File: config.mk
export PLATFORM = sky130hd
export DESIGN_NAME = red_queue_admission_unit
export DESIGN_NICKNAME = d
export VERILOG_FILES = /design/src/hw/rtl/rqa_pkg.sv /design/src/hw/rtl/rqa_alu.sv /design/src/hw/rtl/red_queue_admission_unit.sv
export VERILOG_INCLUDE_DIRS = /design/src /design/src/hw/rtl
export SDC_FILE = /design/constraint.sdc
export NUM_CORES = 2
export LEC_CHECK = 0
export BUFFER_PORTS_ARGS = -buffer_cell sky130_fd_sc_hd__buf_2
export CORE_MARGIN = 2
export CORE_UTILIZATION = 40
export CTS_CLUSTER_DIAMETER = 50
export CTS_CLUSTER_SIZE = 14
export DETAILED_ROUTE_END_ITERATION = 7
export GPL_TIMING_DRIVEN = 1
export PLACE_DENSITY = 0.57
export SKIP_LAST_GASP = 1
export SYNTH_ARGS = -nofsm -noshare
export SYNTH_HDL_FRONTEND = slang
export SYNTH_SLANG_ARGS = --single-unit
File: constraint.sdc
create_clock -name clk_i -period 6 [get_ports clk_i]
set_input_delay 0 -clock clk_i [delete_from_list [all_inputs] [get_ports clk_i]]
set_output_delay 0 -clock clk_i [all_outputs]
set_load 0.03 [all_outputs]
File: src/hw/rtl/red_queue_admission_unit_macros.svh
// assertion macros shared by the red queue admission rtl
// no dependencies; included by the modules that carry assertions
`ifndef RED_QUEUE_ADMISSION_UNIT_MACROS_SVH
`define RED_QUEUE_ADMISSION_UNIT_MACROS_SVH
`ifndef SYNTHESIS
// property checked on every rising edge outside reset
`define RQA_ASSERT_AT(lbl, clk, rstn, prop) \
  lbl: assert property (@(posedge clk) disable iff (!rstn) prop) \
    else $error("rqa assertion failed");
// property checked on every rising edge, reset included
`define RQA_ASSERT_ALWAYS(lbl, clk, prop) \
  lbl: assert property (@(posedge clk) prop) else $error("rqa assertion failed");
`else
`define RQA_ASSERT_AT(lbl, clk, rstn, prop)
`define RQA_ASSERT_ALWAYS(lbl, clk, prop)
`endif
`endif

File: src/hw/rtl/rqa_pkg.sv
// types and constants of the red queue admission unit
// no dependencies; used by rqa_alu and red_queue_admission_unit
package rqa_pkg;

  localparam int FRAC_BITS     = 16;
  localparam int OCC_BITS      = 24;
  localparam int TIME_BITS     = 32;
  localparam int IDLE_EXP_BITS = 16;
  localparam int AVG_BITS      = OCC_BITS + FRAC_BITS;
  localparam int OPA_W         = 40;
  localparam int OPB_W         = 32;
  localparam int PROD_W        = OPA_W + OPB_W;
  localparam int STEP_W        = 6;

  localparam logic [16:0] Q_ONE     = 17'h10000;
  localparam logic [16:0] COUNT_MAX = 17'h0FFFF;

  // verdict codes
  localparam logic [2:0] VERDICT_ACCEPT = 3'd0;
  localparam logic [2:0] VERDICT_FULL   = 3'd1;
  localparam logic [2:0] VERDICT_EARLY  = 3'd2;
  localparam logic [2:0] VERDICT_FORCED = 3'd3;
  localparam logic [2:0] VERDICT_DEPART = 3'd4;
  localparam logic [2:0] VERDICT_EMPTY  = 3'd5;

  // register indexes
  localparam logic [2:0] REG_AVG_WEIGHT = 3'd0;
  localparam logic [2:0] REG_MIN_TH     = 3'd1;
  localparam logic [2:0] REG_MAX_TH     = 3'd2;
  localparam logic [2:0] REG_LIMIT      = 3'd3;
  localparam logic [2:0] REG_MAX_PROB   = 3'd4;
  localparam logic [2:0] REG_IDLE_RATE  = 3'd5;

  typedef struct packed {
    logic              start;
    logic              op_div;
    logic [OPA_W-1:0]  opa;    // multiplicand or divisor
    logic [OPB_W-1:0]  opb;    // multiplier or dividend
    logic [OPA_W-1:0]  rem0;   // initial remainder for division
    logic [STEP_W-1:0] steps;
  } alu_req_t;

  typedef struct packed {
    logic              busy;
    logic              done;
    logic [PROD_W-1:0] prod;
    logic [OPB_W-1:0]  quo;
  } alu_rsp_t;

endpackage

File: src/hw/rtl/rqa_alu.sv
// shared bit-serial multiply / restoring divide unit, one bit per cycle
// depends on rqa_pkg
module rqa_alu (
  input  logic              clk_i,
  input  logic              rst_ni,
  input  rqa_pkg::alu_req_t req_i,
  output rqa_pkg::alu_rsp_t rsp_o
);

  logic                              busy_q, done_q, div_q;
  logic [rqa_pkg::STEP_W-1:0]        cnt_q;
  logic [rqa_pkg::OPA_W-1:0]         a_q;
  logic [rqa_pkg::OPB_W-1:0]         b_q, b_d;
  logic [rqa_pkg::PROD_W-1:0]        acc_q, acc_d;
  logic [rqa_pkg::OPA_W:0]           trial, diff;
  logic                              ge;

  always_comb begin
    trial = {acc_q[rqa_pkg::OPA_W-1:0], b_q[rqa_pkg::OPB_W-1]};
    ge    = trial >= {1'b0, a_q};
    diff  = trial - {1'b0, a_q};
    if (div_q) begin
      acc_d = {{rqa_pkg::OPB_W{1'b0}},
               (ge ? diff[rqa_pkg::OPA_W-1:0] : trial[rqa_pkg::OPA_W-1:0])};
      b_d   = {b_q[rqa_pkg::OPB_W-2:0], ge};
    end else begin
      // msb-first shift and add
      acc_d = {acc_q[rqa_pkg::PROD_W-2:0], 1'b0}
            + (b_q[rqa_pkg::OPB_W-1] ? {{rqa_pkg::OPB_W{1'b0}}, a_q}
                                     : {rqa_pkg::PROD_W{1'b0}});
      b_d   = {b_q[rqa_pkg::OPB_W-2:0], 1'b0};
    end
  end

  always_ff @(posedge clk_i or negedge rst_ni) begin
    if (!rst_ni) begin
      busy_q <= 1'b0;
      done_q <= 1'b0;
      cnt_q  <= '0;
    end else if (req_i.start) begin
      busy_q <= 1'b1;
      done_q <= 1'b0;
      cnt_q  <= req_i.steps;
    end else if (busy_q) begin
      cnt_q <= cnt_q - rqa_pkg::STEP_W'(1);
      if (cnt_q == rqa_pkg::STEP_W'(1)) begin
        busy_q <= 1'b0;
        done_q <= 1'b1;
      end
    end else begin
      done_q <= 1'b0;
    end
  end

  always_ff @(posedge clk_i) begin
    if (req_i.start) begin
      div_q <= req_i.op_div;
      a_q   <= req_i.opa;
      // left-align the operand so its top bit is consumed first
      b_q   <= req_i.opb << (rqa_pkg::STEP_W'(rqa_pkg::OPB_W) - req_i.steps);
      acc_q <= req_i.op_div ? {{rqa_pkg::OPB_W{1'b0}}, req_i.rem0}
                            : {rqa_pkg::PROD_W{1'b0}};
    end else if (busy_q) begin
      acc_q <= acc_d;
      b_q   <= b_d;
    end
  end

  assign rsp_o.busy = busy_q;
  assign rsp_o.done = done_q;
  assign rsp_o.prod = acc_q;
  assign rsp_o.quo  = b_q;

endmodule

File: src/hw/rtl/red_queue_admission_unit.sv
// red admission control on rqa_alu, rqa_pkg and the macros header: one request, one verdict
// a departure is answered straight from the occupancy; an arrival updates the average and,
//   between the thresholds, runs the early drop test, cut short when its probability saturates;
//   an arrival into an empty queue first decays the average by squarings and decay multiplies
// one request in flight: the next is taken after its verdict is loaded into the output register
// reset (async, active low): state cleared, drop count minus one, registers at defaults
`include "red_queue_admission_unit_macros.svh"
module red_queue_admission_unit (
  input  logic        clk_i,
  input  logic        rst_ni,
  // request stream
  input  logic        s_axis_tvalid,
  output logic        s_axis_tready,
  input  logic [63:0] s_axis_tdata,   // packet_size[15:0], time_now[47:16], random_value[63:48]
  input  logic        s_axis_tuser,   // kind
  // verdict stream
  output logic        m_axis_tvalid,
  input  logic        m_axis_tready,
  output logic [47:0] m_axis_tdata,   // occupancy_bytes[23:0], average_bytes[47:24]
  output logic [2:0]  m_axis_tuser,   // verdict
  // register port
  input  logic        psel,
  input  logic        penable,
  input  logic        pwrite,
  input  logic [4:0]  paddr,
  input  logic [31:0] pwdata,
  output logic [31:0] prdata,
  output logic        pready
);

  // sequencer codes
  localparam logic [4:0] S_IDLE  = 5'd0;
  localparam logic [4:0] S_DEP   = 5'd1;
  localparam logic [4:0] S_ARR   = 5'd2;
  localparam logic [4:0] S_RATE  = 5'd3;
  localparam logic [4:0] S_DLOOP = 5'd4;
  localparam logic [4:0] S_SQR   = 5'd5;
  localparam logic [4:0] S_DBIT  = 5'd6;
  localparam logic [4:0] S_FMUL  = 5'd7;
  localparam logic [4:0] S_DNXT  = 5'd8;
  localparam logic [4:0] S_SCALE = 5'd9;
  localparam logic [4:0] S_EWMA  = 5'd10;
  localparam logic [4:0] S_JUDGE = 5'd11;
  localparam logic [4:0] S_FRAC  = 5'd12;
  localparam logic [4:0] S_PB    = 5'd13;
  localparam logic [4:0] S_PROD  = 5'd14;
  localparam logic [4:0] S_PA    = 5'd15;
  localparam logic [4:0] S_DONE  = 5'd16;

  localparam int AW = rqa_pkg::AVG_BITS;
  localparam int OW = rqa_pkg::OCC_BITS;
  localparam int FB = rqa_pkg::FRAC_BITS;

  // configuration registers
  logic [15:0] w_q, maxp_q;
  logic [OW-1:0] minth_q, maxth_q, limit_q;
  logic [31:0] rate_q;

  // queue state
  logic [4:0]    state_q, state_d;
  logic [OW-1:0] occ_q, occ_d;
  logic [AW-1:0] avg_q, avg_d;
  logic [16:0]   cnt_q, cnt_d;
  logic [rqa_pkg::TIME_BITS-1:0] idle_q, idle_d;

  // request being worked on
  logic [15:0] size_q, rnd_q;
  logic [rqa_pkg::TIME_BITS-1:0] now_q;

  // working registers
  logic [OW-1:0] occn_q, occn_d;
  logic          up_q, up_d;
  logic [rqa_pkg::IDLE_EXP_BITS-1:0] m_q, m_d;
  logic [16:0]   r_q, r_d;
  logic [3:0]    bit_q, bit_d;
  logic [15:0]   pb_q, pb_d;
  logic [2:0]    res_q, res_d;

  // output register
  logic          ovalid_q;
  logic [2:0]    overd_q;
  logic [OW-1:0] oocc_q, oavg_q;

  rqa_pkg::alu_req_t alu_req;
  rqa_pkg::alu_rsp_t alu_rsp;

  logic          accept, cfg_wr;
  logic [AW-1:0] lo40, hi40;

  assign accept = s_axis_tvalid && s_axis_tready;
  assign s_axis_tready = state_q == S_IDLE;
  assign lo40 = {minth_q, {FB{1'b0}}};
  assign hi40 = {maxth_q, {FB{1'b0}}};

  rqa_alu u_alu (
    .clk_i  (clk_i),
    .rst_ni (rst_ni),
    .req_i  (alu_req),
    .rsp_o  (alu_rsp)
  );

  // main sequencer
  always_comb begin
    logic [OW:0]   occ_sum;
    logic [AW-1:0] target, q40;
    logic [32:0]   pa_wide;
    logic [16:0]   pa;
    logic [rqa_pkg::TIME_BITS-1:0] elapsed;

    state_d = state_q;
    occ_d   = occ_q;
    avg_d   = avg_q;
    cnt_d   = cnt_q;
    idle_d  = idle_q;
    occn_d  = occn_q;
    up_d    = up_q;
    m_d     = m_q;
    r_d     = r_q;
    bit_d   = bit_q;
    pb_d    = pb_q;
    res_d   = res_q;
    alu_req = '0;

    occ_sum = {1'b0, occ_q} + {{(OW + 1 - 16){1'b0}}, size_q};
    target  = {occn_q, {FB{1'b0}}};
    q40     = alu_rsp.prod[AW+FB-1:FB];
    elapsed = now_q - idle_q;
    pa_wide = {1'b0, alu_rsp.quo};
    pa      = (pa_wide > {16'd0, rqa_pkg::Q_ONE}) ? rqa_pkg::Q_ONE : pa_wide[16:0];

    case (state_q)
      S_IDLE: begin
        if (accept) begin
          state_d = s_axis_tuser ? S_DEP : S_ARR;
        end
      end
      S_DEP: begin
        if (occ_q == '0) begin
          idle_d = now_q;
          res_d  = rqa_pkg::VERDICT_EMPTY;
        end else begin
          if ({{(OW - 16){1'b0}}, size_q} >= occ_q) begin
            occ_d  = '0;
            idle_d = now_q;
          end else begin
            occ_d = occ_q - {{(OW - 16){1'b0}}, size_q};
          end
          res_d = rqa_pkg::VERDICT_DEPART;
        end
        state_d = S_DONE;
      end
      S_ARR: begin
        if (occ_q == '0) begin
          // idle count m = elapsed * rate / 2^16
          alu_req.start = 1'b1;
          alu_req.opa   = {8'd0, elapsed};
          alu_req.opb   = rate_q;
          alu_req.steps = rqa_pkg::STEP_W'(32);
          state_d = S_RATE;
        end else begin
          occn_d = occ_sum[OW] ? {OW{1'b1}} : occ_sum[OW-1:0];
          state_d = S_EWMA;
          alu_req.start = 1'b1;
          // magnitude of the distance to the new occupancy times the weight
          if ({occn_d, {FB{1'b0}}} >= avg_q) begin
            up_d        = 1'b1;
            alu_req.opa = {occn_d, {FB{1'b0}}} - avg_q;
          end else begin
            up_d        = 1'b0;
            alu_req.opa = avg_q - {occn_d, {FB{1'b0}}};
          end
          alu_req.opb   = {16'd0, w_q};
          alu_req.steps = rqa_pkg::STEP_W'(16);
        end
      end
      S_RATE: begin
        if (alu_rsp.done) begin
          m_d     = (alu_rsp.prod[63:32] != '0) ? '1 : alu_rsp.prod[31:16];
          r_d     = rqa_pkg::Q_ONE;
          bit_d   = 4'd15;
          state_d = S_DLOOP;
        end
      end
      S_DLOOP: begin
        // squaring one is one, so that step is skipped
        if (r_q != rqa_pkg::Q_ONE) begin
          alu_req.start = 1'b1;
          alu_req.opa   = {23'd0, r_q};
          alu_req.opb   = {15'd0, r_q};
          alu_req.steps = rqa_pkg::STEP_W'(17);
          state_d = S_SQR;
        end else begin
          state_d = S_DBIT;
        end
      end
      S_SQR: begin
        if (alu_rsp.done) begin
          r_d     = alu_rsp.prod[32:16];
          state_d = S_DBIT;
        end
      end
      S_DBIT: begin
        if (m_q[bit_q]) begin
          alu_req.start = 1'b1;
          alu_req.opa   = {23'd0, r_q};
          alu_req.opb   = {15'd0, rqa_pkg::Q_ONE - {1'b0, w_q}};
          alu_req.steps = rqa_pkg::STEP_W'(17);
          state_d = S_FMUL;
        end else begin
          state_d = S_DNXT;
        end
      end
      S_FMUL: begin
        if (alu_rsp.done) begin
          r_d     = alu_rsp.prod[32:16];
          state_d = S_DNXT;
        end
      end
      S_DNXT: begin
        if (bit_q == 4'd0) begin
          alu_req.start = 1'b1;
          alu_req.opa   = avg_q;
          alu_req.opb   = {15'd0, r_q};
          alu_req.steps = rqa_pkg::STEP_W'(17);
          state_d = S_SCALE;
        end else begin
          bit_d   = bit_q - 4'd1;
          state_d = S_DLOOP;
        end
      end
      S_SCALE: begin
        if (alu_rsp.done) begin
          avg_d   = q40;
          occ_d   = {{(OW - 16){1'b0}}, size_q};
          res_d   = rqa_pkg::VERDICT_ACCEPT;
          state_d = S_DONE;
        end
      end
      S_EWMA: begin
        if (alu_rsp.done) begin
          if (up_q) begin
            avg_d = avg_q + q40;
          end else begin
            avg_d = avg_q - q40 - {{(AW - 1){1'b0}}, (alu_rsp.prod[FB-1:0] != '0)};
          end
          state_d = S_JUDGE;
        end
      end
      S_JUDGE: begin
        state_d = S_DONE;
        if (occn_q > limit_q) begin
          cnt_d = '0;
          res_d = rqa_pkg::VERDICT_FULL;
        end else if (avg_q >= lo40 && avg_q < hi40) begin
          if (cnt_q != rqa_pkg::COUNT_MAX) begin
            cnt_d = cnt_q + 17'd1;
          end
          // frac = (avg - min) / (max - min), 16 quotient bits
          alu_req.start  = 1'b1;
          alu_req.op_div = 1'b1;
          alu_req.opa    = hi40 - lo40;
          alu_req.rem0   = avg_q - lo40;
          alu_req.steps  = rqa_pkg::STEP_W'(16);
          state_d = S_FRAC;
        end else if (avg_q >= hi40) begin
          cnt_d = '0;
          res_d = rqa_pkg::VERDICT_FORCED;
        end else begin
          occ_d = occn_q;
          cnt_d = '1;
          res_d = rqa_pkg::VERDICT_ACCEPT;
        end
      end
      S_FRAC: begin
        if (alu_rsp.done) begin
          alu_req.start = 1'b1;
          alu_req.opa   = {24'd0, maxp_q};
          alu_req.opb   = {16'd0, alu_rsp.quo[15:0]};
          alu_req.steps = rqa_pkg::STEP_W'(16);
          state_d = S_PB;
        end
      end
      S_PB: begin
        if (alu_rsp.done) begin
          pb_d = alu_rsp.prod[31:16];
          alu_req.start = 1'b1;
          alu_req.opa   = {24'd0, cnt_q[15:0]};
          alu_req.opb   = {16'd0, alu_rsp.prod[31:16]};
          alu_req.steps = rqa_pkg::STEP_W'(16);
          state_d = S_PROD;
        end
      end
      S_PROD: begin
        if (alu_rsp.done) begin
          if (alu_rsp.prod[31:16] != '0) begin
            // probability saturates at one: always an early drop
            cnt_d   = '0;
            res_d   = rqa_pkg::VERDICT_EARLY;
            state_d = S_DONE;
          end else begin
            alu_req.start  = 1'b1;
            alu_req.op_div = 1'b1;
            alu_req.opa    = {23'd0, rqa_pkg::Q_ONE - {1'b0, alu_rsp.prod[15:0]}};
            alu_req.opb    = {pb_q, 16'd0};
            alu_req.steps  = rqa_pkg::STEP_W'(32);
            state_d = S_PA;
          end
        end
      end
      S_PA: begin
        if (alu_rsp.done) begin
          if ({1'b0, rnd_q} <= pa) begin
            cnt_d = '0;
            res_d = rqa_pkg::VERDICT_EARLY;
          end else begin
            occ_d = occn_q;
            res_d = rqa_pkg::VERDICT_ACCEPT;
          end
          state_d = S_DONE;
        end
      end
      S_DONE: begin
        // hand over once the output register is free
        if (!ovalid_q || m_axis_tready) begin
          state_d = S_IDLE;
        end
      end
      default: begin
        state_d = S_IDLE;
      end
    endcase
  end

  always_ff @(posedge clk_i or negedge rst_ni) begin
    if (!rst_ni) begin
      state_q  <= S_IDLE;
      occ_q    <= '0;
      avg_q    <= '0;
      cnt_q    <= '1;
      idle_q   <= '0;
      ovalid_q <= 1'b0;
    end else begin
      state_q <= state_d;
      occ_q   <= occ_d;
      avg_q   <= avg_d;
      cnt_q   <= cnt_d;
      idle_q  <= idle_d;
      if (state_q == S_DONE && (!ovalid_q || m_axis_tready)) begin
        ovalid_q <= 1'b1;
      end else if (m_axis_tready) begin
        ovalid_q <= 1'b0;
      end
    end
  end

  // payload registers
  always_ff @(posedge clk_i) begin
    if (accept) begin
      size_q <= s_axis_tdata[15:0];
      now_q  <= s_axis_tdata[47:16];
      rnd_q  <= s_axis_tdata[63:48];
    end
    occn_q <= occn_d;
    up_q   <= up_d;
    m_q    <= m_d;
    r_q    <= r_d;
    bit_q  <= bit_d;
    pb_q   <= pb_d;
    res_q  <= res_d;
    if (state_q == S_DONE && (!ovalid_q || m_axis_tready)) begin
      overd_q <= res_q;
      oocc_q  <= occ_q;
      oavg_q  <= avg_q[AW-1:FB];
    end
  end

  assign m_axis_tvalid = ovalid_q;
  assign m_axis_tdata  = {oavg_q, oocc_q};
  assign m_axis_tuser  = overd_q;

  // register port
  assign pready = 1'b1;
  assign cfg_wr = psel && penable && pwrite;

  always_ff @(posedge clk_i or negedge rst_ni) begin
    if (!rst_ni) begin
      w_q     <= 16'd131;
      minth_q <= OW'(2500);
      maxth_q <= OW'(7500);
      limit_q <= OW'(30000);
      maxp_q  <= 16'd6554;
      rate_q  <= 32'd105;
    end else if (cfg_wr) begin
      case (paddr[4:2])
        rqa_pkg::REG_AVG_WEIGHT: w_q     <= pwdata[15:0];
        rqa_pkg::REG_MIN_TH:     minth_q <= pwdata[OW-1:0];
        rqa_pkg::REG_MAX_TH:     maxth_q <= pwdata[OW-1:0];
        rqa_pkg::REG_LIMIT:      limit_q <= pwdata[OW-1:0];
        rqa_pkg::REG_MAX_PROB:   maxp_q  <= pwdata[15:0];
        rqa_pkg::REG_IDLE_RATE:  rate_q  <= pwdata;
        default: ;
      endcase
    end
  end

  always_comb begin
    case (paddr[4:2])
      rqa_pkg::REG_AVG_WEIGHT: prdata = {16'd0, w_q};
      rqa_pkg::REG_MIN_TH:     prdata = {8'd0, minth_q};
      rqa_pkg::REG_MAX_TH:     prdata = {8'd0, maxth_q};
      rqa_pkg::REG_LIMIT:      prdata = {8'd0, limit_q};
      rqa_pkg::REG_MAX_PROB:   prdata = {16'd0, maxp_q};
      rqa_pkg::REG_IDLE_RATE:  prdata = rate_q;
      default:                 prdata = 32'd0;
    endcase
  end

  // the alu is never restarted while a step sequence runs
  `RQA_ASSERT_AT(a_alu_no_overlap, clk_i, rst_ni, alu_req.start |-> !alu_rsp.busy)
  // an accepted request always leaves the idle state
  `RQA_ASSERT_AT(a_req_leaves_idle, clk_i, rst_ni, accept |=> state_q != S_IDLE)
  // drop count stays within minus one to its saturation value
  `RQA_ASSERT_ALWAYS(a_cnt_range, clk_i, !rst_ni || !cnt_q[16] || cnt_q == 17'h1FFFF)

endmodule
# --- Word-level counts from Yosys, hierarchy flattened ---
# Index checks and enable logic that the tools add are counted.
totals:
  in_bits: 109
  reg_bits: 596
  output_inout_bits: 86
op_classes:
  n_addsub: 18
  reduce_logical: 43
  eq_ne: 48
  order_cmp: 10
  muxes: 114
  bitwise: 1
  n_shift: 1
ops:
  columns: ["cell", "n"]
  rows:
  - ["40-bit two-way mux", 8]
  - ["40-bit case mux with 8 select lines", 1]
  - ["40-bit subtractor", 6]
  - ["32-bit case mux with 7 select lines", 1]
  - ["24-bit two-way mux", 9]
  - ["64-bit two-way mux", 3]
  - ["32-bit case mux with 6 select lines", 1]
  - ["17-bit two-way mux", 11]
  - ["74-bit two-way mux", 2]
  - ["72-bit two-way mux", 2]
  - ["32-bit two-way mux", 4]
  - ["40-bit >= comparator", 3]
  - ["49-bit two-way mux", 2]
  - ["48-bit two-way mux", 2]
  - ["24-bit case mux with 4 select lines", 1]
  - ["46-bit two-way mux", 2]
  - ["5-bit two-way mux", 17]
  - ["42-bit two-way mux", 2]
  - ["40-bit case mux with 2 select lines", 1]
  - ["5-bit case mux with 16 select lines", 1]
  - ["64-bit by 40-bit adder with 64-bit output", 1]
  - ["17-bit case mux with 3 select lines", 1]
  - ["6-bit case mux with 7 select lines", 1]
  - ["41-bit by 40-bit >= comparator with 1-bit output", 1]
  - ["other kinds (63)", 152]

# --- Logic depth before layout (Yosys ltp) ---
depth:
  depth_word: 8
  ltp_mapped: 33
  ltp_nobuf: 28

# --- Modules after synthesis ---
# A second synthesis with hierarchy kept.
hier_totals:
  cells_unflattened: 5582
  area_unflattened_um2: 49092.1
by_module_without_submodules:
  columns: ["module", "area_per_inst_um2", "instances", "cells_per_inst", "seq_area_each_um2"]
  rows:
  - ["red_queue_admission_unit", 35987.0, 1, 4097, 12329.3]
  - ["rqa_alu", 13105.1, 1, 1485, 4554.4]

# --- Least setup slack after synthesis ---
# No wires, ideal clock.
synth_timing:
  kind: "reg2reg"
  from: "register size_q[0]"
  to: "register u_alu.a_q[28] (netlist bit), data pin"
  arrival_ps: 6159
  setup_slack_ps: -430
  required_time_ps: 5729
  n_path_buf: 3
  path_stages_with_launch: 30
  cell_sequence: "edfxtp_1 > ha_1 > fa_1 > nor2b_1 > o21bai_1 > a21oi_1 > o21bai_1 > a21oi_1 > o21ai_0 > a31oi_1 > a221oi_1 > a21oi_1 > nand4_1 > clkbuf_1 > clkbuf_1 > nand2_1 > ha_1 > a21o_1 > a21o_1 > a2111oi_4 > a21oi_2 > a31o_1 > a211o_2 > a21oi_4 > inv_4 > buf_6 > o31a_1 > xnor2_1 > a222oi_1 > o21ai_0"
synth_lines:
  columns: ["item", "line", "text"]
  rows:
  - ["start, declared", "red_queue_admission_unit.sv:67", "logic [15:0] size_q, rnd_q;"]
  - ["start signal, assigned", "red_queue_admission_unit.sv:359", "size_q <= s_axis_tdata[15:0];"]
  - ["end signal, assigned", "rqa_alu.sv:58", "a_q <= req_i.opa;"]
  - ["end, declared", "rqa_alu.sv:12", "logic [rqa_pkg::OPA_W-1:0] a_q;"]

==> reports/qor.txt <==
Setup Crit Path Kind -> reg2reg
# fillers -> 10800
syn nets -> 5675
total power -> 37900 uW
Final Net Count -> 6201
share of cells above drive strength 1 -> 16.2%
cts bufs inserted -> 95
Yosys reg bits -> 596
largest net degree at the start of global routing -> 119
die height -> 344 um
Setup WS pre-CTS -> -0.200 ns
I/O pins -> 195
Synth Area per Inst -> 9.03 sq um
P_leak -> 0.0244 uW
CTS clk-pin slew, worst paths -> 0.06 ns
most used cell along the critical path -> a21oi_2
Largest stage delay, worst path -> 0.39 ns
startpoint type of the worst setup path -> flip-flop
routed vias -> 43600
RSZ-0062 raised after global routing -> yes
critical path required time -> 6.43 ns
part of the Yosys area used for sequential elements -> 35.9%
IO buf count -> 191
Netlist cell types -> 104
most frequent cells in the layout -> 449 x nand2_1, 419 x inv_1, 418 x ha_1, 375 x o21ai_0, 333 x edfxtp_1
Hold Path Depth -> 2
status -> finished, violations left
hpwl dp -> 152 mm
critical path's slowest cell -> edfxtp_1
Hold Startpoint -> s_axis_tdata[24]
DR iter-0 viols -> 4811
synthesis-to-layout area growth -> 21.4%
crit path time final -> 6.02 ns
number of antenna-violating nets in the routed design -> 0
worst r2r src -> size_q[0]
Die X -> 344 um
Starting Density -> 40.4%
Slew Limit Fails -> 0
Detailed Routing Iterations Pass 1 -> 6
commonest non-fill, non-tap cell in the layout -> nand2_1
total track usage -> 32.2%
PD cells -> 674 nW/um^2
worst setup margin -> -0.0164 ns
cell row count -> 124
hold endpoint -> now_q[8]
CTS tree -> built
worst-margin pin slew -> 1.18 ns
Tcrit/Tclk final -> 100%
synthesized area -> 46300 sq um
hold slack -> 0.0205 ns
FFs w/ async S/R, synth -> 44.1%
# H-tree levels -> 3
Core Footprint -> 115000 sq um
failing checks -> setup timing
DR WL/cell -> 26.9 um
initial antenna violation count -> 8
setup TNS -> -0.0164 ns
Critical Path Start -> size_q[0]
CTS Sinks -> 596
RD Place Congestion -> 1.04
Yosys warnings -> 0
cell count of the worst reg-to-reg path -> 31
ys flop type -> edfxtp_1
Longest Clk Path Bufs -> 3
dpl cells -> 6888
Final Non-Filler Cells -> 7251
Fin. Hold Viols -> 0
worst skew pair latency -> 0.72 ns
Hold Crit Class -> in2reg
wire length of the first global-routing pass -> 282 mm
Vias/cell -> 6.01
flop-to-flop setup slack -> -0.02 ns
Crit Path Max Fanout -> 21
Worst Path Arrival -> 6.44 ns
CTS root buf -> clkbuf_16
clock skew -> 0.0448 ns
Slew HR -> 21.2%
setup violators final -> 1
Setup crit end kind -> flip-flop
die area -> 119000 sq um
Post-synth EDFFs -> 333
vias in the first global route -> 41500
highest ir drop seen on vdd -> 360 uV
Peak Freq -> 166 MHz
DRC viols -> 0
grt total ovfl -> 0
max-cap violation count -> 0
R2R Path End -> u_alu.a_q[10]
Gate Count Post-Synth -> 5130
final WL -> 195 mm
## worst max path at each step
stage                    endpoint
floorplan           u_alu.a_q[28]
global placement    u_alu.a_q[28]
detailed placement  u_alu.a_q[37]
CTS                 u_alu.a_q[20]
global route        u_alu.a_q[20]
finish              u_alu.a_q[10]
## through the flow
stage	area, sq um	utilization, %
2_1_floorplan	46400	-
6_report	56200	49.0
4_1_cts	55800	48.6
5_1_grt	56200	49.0
3_5_place_dp	50600	44.1
3_3_place_gp	50600	44.1
## critical path: cells and delay by family (launching register included)
kind                     cells  cell delay, ns
AO/OA/AOI/OAI               18            3.11
XOR/XNOR                     1            0.18
adder cells (fa/ha/maj)      3            0.81
buffers and inverters        5            0.76
flip-flops                   1            0.39
AND/OR/NAND/NOR              4            0.43
## area by class of cell
class                           instances  area [sq um]  area share (%)
Multi-Input combinational cell       3891         27800            49.4
Sequential cell                       596         16600            29.6
Timing Repair Buffer                  649          4940            8.78
Clock buffer                          109          2560            4.56
Tap cell                             1512          1890            3.37
Inverter                              423          1590            2.83
Clock inverter                         70           830            1.48
Antenna cell                            1          2.50         0.00445
## synthesized netlist by cell type (all sizes together), types with 61 or more instances
library cell	n	share of area, %
dfrtp	213	12
nand4	63	0.85
nor3	86	0.95
xnor2	215	4.1
inv	422	3.4
mux2	77	1.9
nand3	80	0.86
nor2	342	2.8
o21ai	426	4.6
a21oi	338	3.7
clkbuf	172	1.4
a22oi	68	1.1
mux2i	91	2.0
nand2	457	3.7
ha	425	11
o21bai	61	1.0
a21o	161	2.6
edfxtp	333	22
xor2	97	1.8
## repair_timing
action | 4_1_cts | 5_1_grt
endpoints found under the setup margin | 27 | 43
hold buffers | 165 | 0
endpoints found under the hold margin | 316 | 0
setup buffers | 6 | 12
pin swaps | 11 | 54
gates resized for setup | 18 | 98
gates cloned | 0 | 0
## layer usage
metal	wire length (um)	vias up	track usage, %	part of all wire, %
met4	12300	8	17.6	6.3
met2	85400	2052	50.2	44
li1	-	20000	-	-
met5	57	-	0	0.029
met3	17200	448	6.34	8.8
met1	79700	21100	42.1	41
## flip-flops by register name (all words and copies together), names as in the netlist, 32 cells and up
signal       count
u_alu.a_q       40
u_alu.b_q       32
idle_q          32
rate_q          32
now_q           32
u_alu.acc_q     64
avg_q           40
## kinds of logic (layout without fill, tap and decap cells)
group	count (synthesis)	in the layout	share of synthesized area, %
fa+ha+maj	436	436	12.0
other cells	1	2	0.00810
buf+inv	643	1251	5.33
simple gates	1363	1363	13.9
flops	596	596	35.9
mux	173	173	4.08
xor+xnor	312	312	5.90
compound gates	1606	1606	22.9
## power breakdown
part	switching [uW]	internal [uW]	total [uW]
Sequential	1530	6020	7550
Clock	2440	3480	5920
Combinational	14700	9680	24400
Total	18700	19200	37900
No activity file was read; power rests on OpenSTA's default activity.
